$ cat src/rtl/core/sis_pkg.sv
// shared types and constants of the stable descending insertion sorter
package sis_pkg;

    localparam int CAPACITY  = 64;
    localparam int KEY_BITS  = 16;
    localparam int TAG_BITS  = 16;
    localparam int FILL_BITS = $clog2(CAPACITY + 1);
    localparam int DATA_BITS = ((KEY_BITS + TAG_BITS + 7) / 8) * 8;
    localparam int PAD_BITS  = DATA_BITS - KEY_BITS - TAG_BITS;

    typedef struct packed {
        logic [TAG_BITS-1:0] tag;
        logic [KEY_BITS-1:0] key;
    } rec_t;

    // per-cycle commands broadcast to every cell
    typedef struct packed {
        logic ins;
        logic shift;
    } cell_ctrl_t;

    typedef enum logic [1:0] {
        ST_LOAD  = 2'b01,
        ST_DRAIN = 2'b10
    } state_t;

endpackage

$ cat src/rtl/core/sis_cell.sv
// one cell of the insertion chain: holds a record, compares and shifts
module sis_cell (
    input  logic              clk,
    input  sis_pkg::cell_ctrl_t ctrl,
    input  logic              occupied,
    input  sis_pkg::rec_t     new_rec,
    input  sis_pkg::rec_t     left_rec,
    input  logic              left_gt,
    input  sis_pkg::rec_t     right_rec,
    output sis_pkg::rec_t     rec,
    output logic              gt
);

    sis_pkg::rec_t rec_reg;
    sis_pkg::rec_t rec_next;

    // the new record takes this cell's place when the cell is empty or holds a strictly smaller key
    assign gt  = !occupied || (rec_reg.key < new_rec.key);
    assign rec = rec_reg;

    always_comb
    begin
        rec_next = rec_reg;
        priority if (ctrl.shift)
        begin
            rec_next = right_rec;
        end
        else if (ctrl.ins && gt)
        begin
            rec_next = left_gt ? left_rec : new_rec;
        end
        else
        begin
            rec_next = rec_reg;
        end
    end

    always_ff @(posedge clk)
    begin
        rec_reg <= rec_next;
    end

endmodule

$ cat config.mk
export PLATFORM = sky130hd
export DESIGN_NAME = sis_cell
export DESIGN_NICKNAME = d
export VERILOG_FILES = /design/src/rtl/core/sis_pkg.sv /design/src/rtl/core/sis_cell.sv
export SDC_FILE = /design/constraint.sdc
export NUM_CORES = 1
export LEC_CHECK = 0
export ABC_AREA = 1
export BUFFER_PORTS_ARGS = -buffer_cell sky130_fd_sc_hd__buf_2
export CAP_MARGIN = 20
export CELL_PAD_IN_SITES_DETAIL_PLACEMENT = 1
export CELL_PAD_IN_SITES_GLOBAL_PLACEMENT = 2
export CORE_MARGIN = 2
export CORE_UTILIZATION = 22
export CTS_BUF_LIST = sky130_fd_sc_hd__clkbuf_4
export CTS_CLUSTER_SIZE = 24
export DETAILED_ROUTE_END_ITERATION = 8
export PLACE_DENSITY = 0.88
export SLEW_MARGIN = 5
export SYNTH_ARGS = -nofsm -noshare
export SYNTH_HDL_FRONTEND = slang
export SYNTH_SLANG_ARGS = --single-unit
$ cat constraint.sdc
create_clock -name clk -period 3 [get_ports clk]
set_clock_uncertainty 0.2 [all_clocks]
set_input_delay 0.45 -clock clk [delete_from_list [all_inputs] [get_ports clk]]
set_output_delay 0.45 -clock clk [all_outputs]
set_load 0.03 [all_outputs]
==> impl_results.md <==
* Status: completed
* Die ar. at ~10000 sq um
* Core ar. at 9110 sq um
* Fin Setup TNS at 0 ns
* Final core occ at 0.312
* Routed vias at 2135
* Fillers at 1153
* Sw Ratio at 0.339
* CTS max path bufs at 2
* Unrepaired setup endpoints after global routing: no
* Yosys Warn Count at 0
* Area Overhead vs Synth at 39.6%
* PostCTS Resize Cnt at 0
* ANT nets after route at 0
* Leak Pwr at 1.43 nW
* Synth cell types at 14
* Starting Density at 0.223
* Max FO, Critical Path at 2
* Wire length per cell at 13.9 um
* Post-synth top area share at 0.473
* Global route total overflow at 0
* Sequential power share at 0.471
* Max-slew violations at 0
* Max reg flops at 32
* Ant. Diodes at 0
* Clock tree root driver cell: clkbuf_4
* Slew margin rel. at 0.532
* Post-synth EDFFs at 32
* Synth cell count leaders: 70 x a21oi_1, 50 x nand2_1, 34 x nor2_1
* Top_reg_cell synth: edfxtp_1
* Fmax at 406 MHz
* Cell Area, Synth at 2030 sq um
* Clock latency on the worst-skew pair at 0.32 ns
* Iteration-0 DRC Markers at 52
* # H-tree levels at 2
* Total power at 0.00121 W
* Post-CTS Setup Bufs at 0
* Pin count of the biggest net entering global routing at 34
* VDD IR max at 0.146 mV
* Placer Congestion at around 0.74
* Final instance area at 2840 sq um
* First-pass GRT wire length at 10800 um
* Post-Route WL at 6760 um
* Die H at 100 um
* I/O pin total at 134
* Min Tclk post-route at about 2.5 ns
* Area contributors post-synth: edfxtp_1 47%, a21oi_1 17%, ha_1 9.2%
* CTS Sinks at 32
* Post-Synthesis Cells at 245
* Worst Path Required at 2.35 ns
* Final worst path period share at 0.822
* Clk pwr share at 0.207
* Gate power share at 0.322
* Share of layout cells above drive strength 1 at 0.400
* Sw power at 0.000410 W
* Final hold violations at 0
* CP Capture Type: primary output
* DRC viols at 0
* Placed cells at 478
* Post-DP HPWL at about 5200 um
* Row count at 35
* Cell taking the most area after synthesis: edfxtp_1
* CTS tree: done
* Hold_buf cts at 0
* TritonRoute pass-1 iters at 4
* Inserted Clock Buffers at 5
* Count leader, synth: a21oi_1
* Sequential Area at ~960 sq um
* HP Class: in -> reg
* Final setup viols at 0
* Async SR Flop Fraction at 0
* Worst Tran Pin Value at between 0.7 and 0.8 ns
* Vias per cell at 4.39
* Placed Area at ~2800 sq um
* Post-synthesis sequential area ratio at 0.473
* Startpoint types: register
* Syn Nets at 361
* Critical Path AT at 1.82 ns
* I/O Buffers at roughly 130
* Int Pwr at between 0.0007 and 0.0008 W
* Power Dens Cells at 425 nW/um^2
* Finished Layout Cells at roughly 500
* Multi-input logic area at 908 sq um
* Seq cells post-synth at 32
* Tot GR Track Use at 0.136
* Vias in the first global route at 2336
* Clock-pin slew on the worst setup and hold paths at 0.10 ns
* Syn avg cell area at 8.30 sq um
* Crit Path Class: reg -> out
* Max-cap viol count at 0
* Fin nets at 490
* Antenna violations before repair at 0
* Die width at 100 um
## path summary, 6_finish.rpt
| path | start | endpoint | slack (ns) | depth (start not counted) |
|---|---|---|---|---|
| setup reg to reg | rec[5] | rec[24] | 0.79 | 11 |
| hold / removal | right_rec[13] | rec[13] | 0.25 | 3 |
| hold reg to reg | rec[11] | rec[10] | 1.09 | 9 |
| setup / recovery | rec[5] | gt | 0.53 | 9 |
## power by group through the flow
stage               Combinational [W]  Clock, W  Sequential [W]
floorplan                    0.000147         0        0.000670
global placement             0.000385         0        0.000578
detailed placement           0.000393         0        0.000579
CTS                          0.000394  0.000268        0.000570
global route                 0.000433  0.000280        0.000573
finish                       0.000388  0.000250        0.000568
## cell families (layout without fill, tap and decap cells)
logic type,after synthesis,count (layout),share of synthesized area
simple gates,88,88,0.173
buf+inv,37,167,0.0806
flops,32,32,0.473
compound gates,73,73,0.182
fa+ha+maj,15,15,0.0923
## final cells by class
cell class                 count  area share
inverter                      23      0.0304
tap                          111      0.0489
timing repair buffer         136       0.242
multi-input combinational    176       0.320
sequential                    32       0.338
clock inverter                 1     0.00132
clock buffer                   7      0.0185
## placed cells by master (no fill, tap or decap)
cell type	n
nand3_2	1
buf_4	3
nand2_1	50
nand2_2	1
clkinv_1	1
o21ai_0	2
edfxtp_1	32
nor3_2	2
clkbuf_4	7
a21oi_2	1
nor2_1	34
buf_2	133
inv_2	2
ha_1	15
a21oi_1	70
inv_1	21
## worst max-delay path, cell delays in order (launching register included)
cell and delay [ns]:
edfxtp_1 0.40, ha_1 0.32, a21oi_1 0.14, nor2_1 0.06
nor3_2 0.11, nand2_1 0.08, nand2_1 0.06, nand2_1 0.06
nand2_2 0.06, buf_2 0.20
## routing by layer
metal  vias to the layer above  part of all wire  track usage  wire length (um)
li1                       1081                 -            -                 -
met2                        76              0.50        0.232              3400
met1                       973              0.43        0.168              2880
met3                         5             0.065       0.0390               440
met5                         -                 0            0                 0
met4                         0            0.0053       0.0358                36
## through the flow
stage,hold WS [ns],worst slack [ns]
6_report,0.246,0.534
5_1_grt,0.232,0.375
4_1_cts,0.218,0.509
3_5_place_dp,0.578,0.595
3_3_place_gp,0.580,0.653
2_1_floorplan,0.480,0.208
Note: power is estimated with default switching activity, not from simulation.
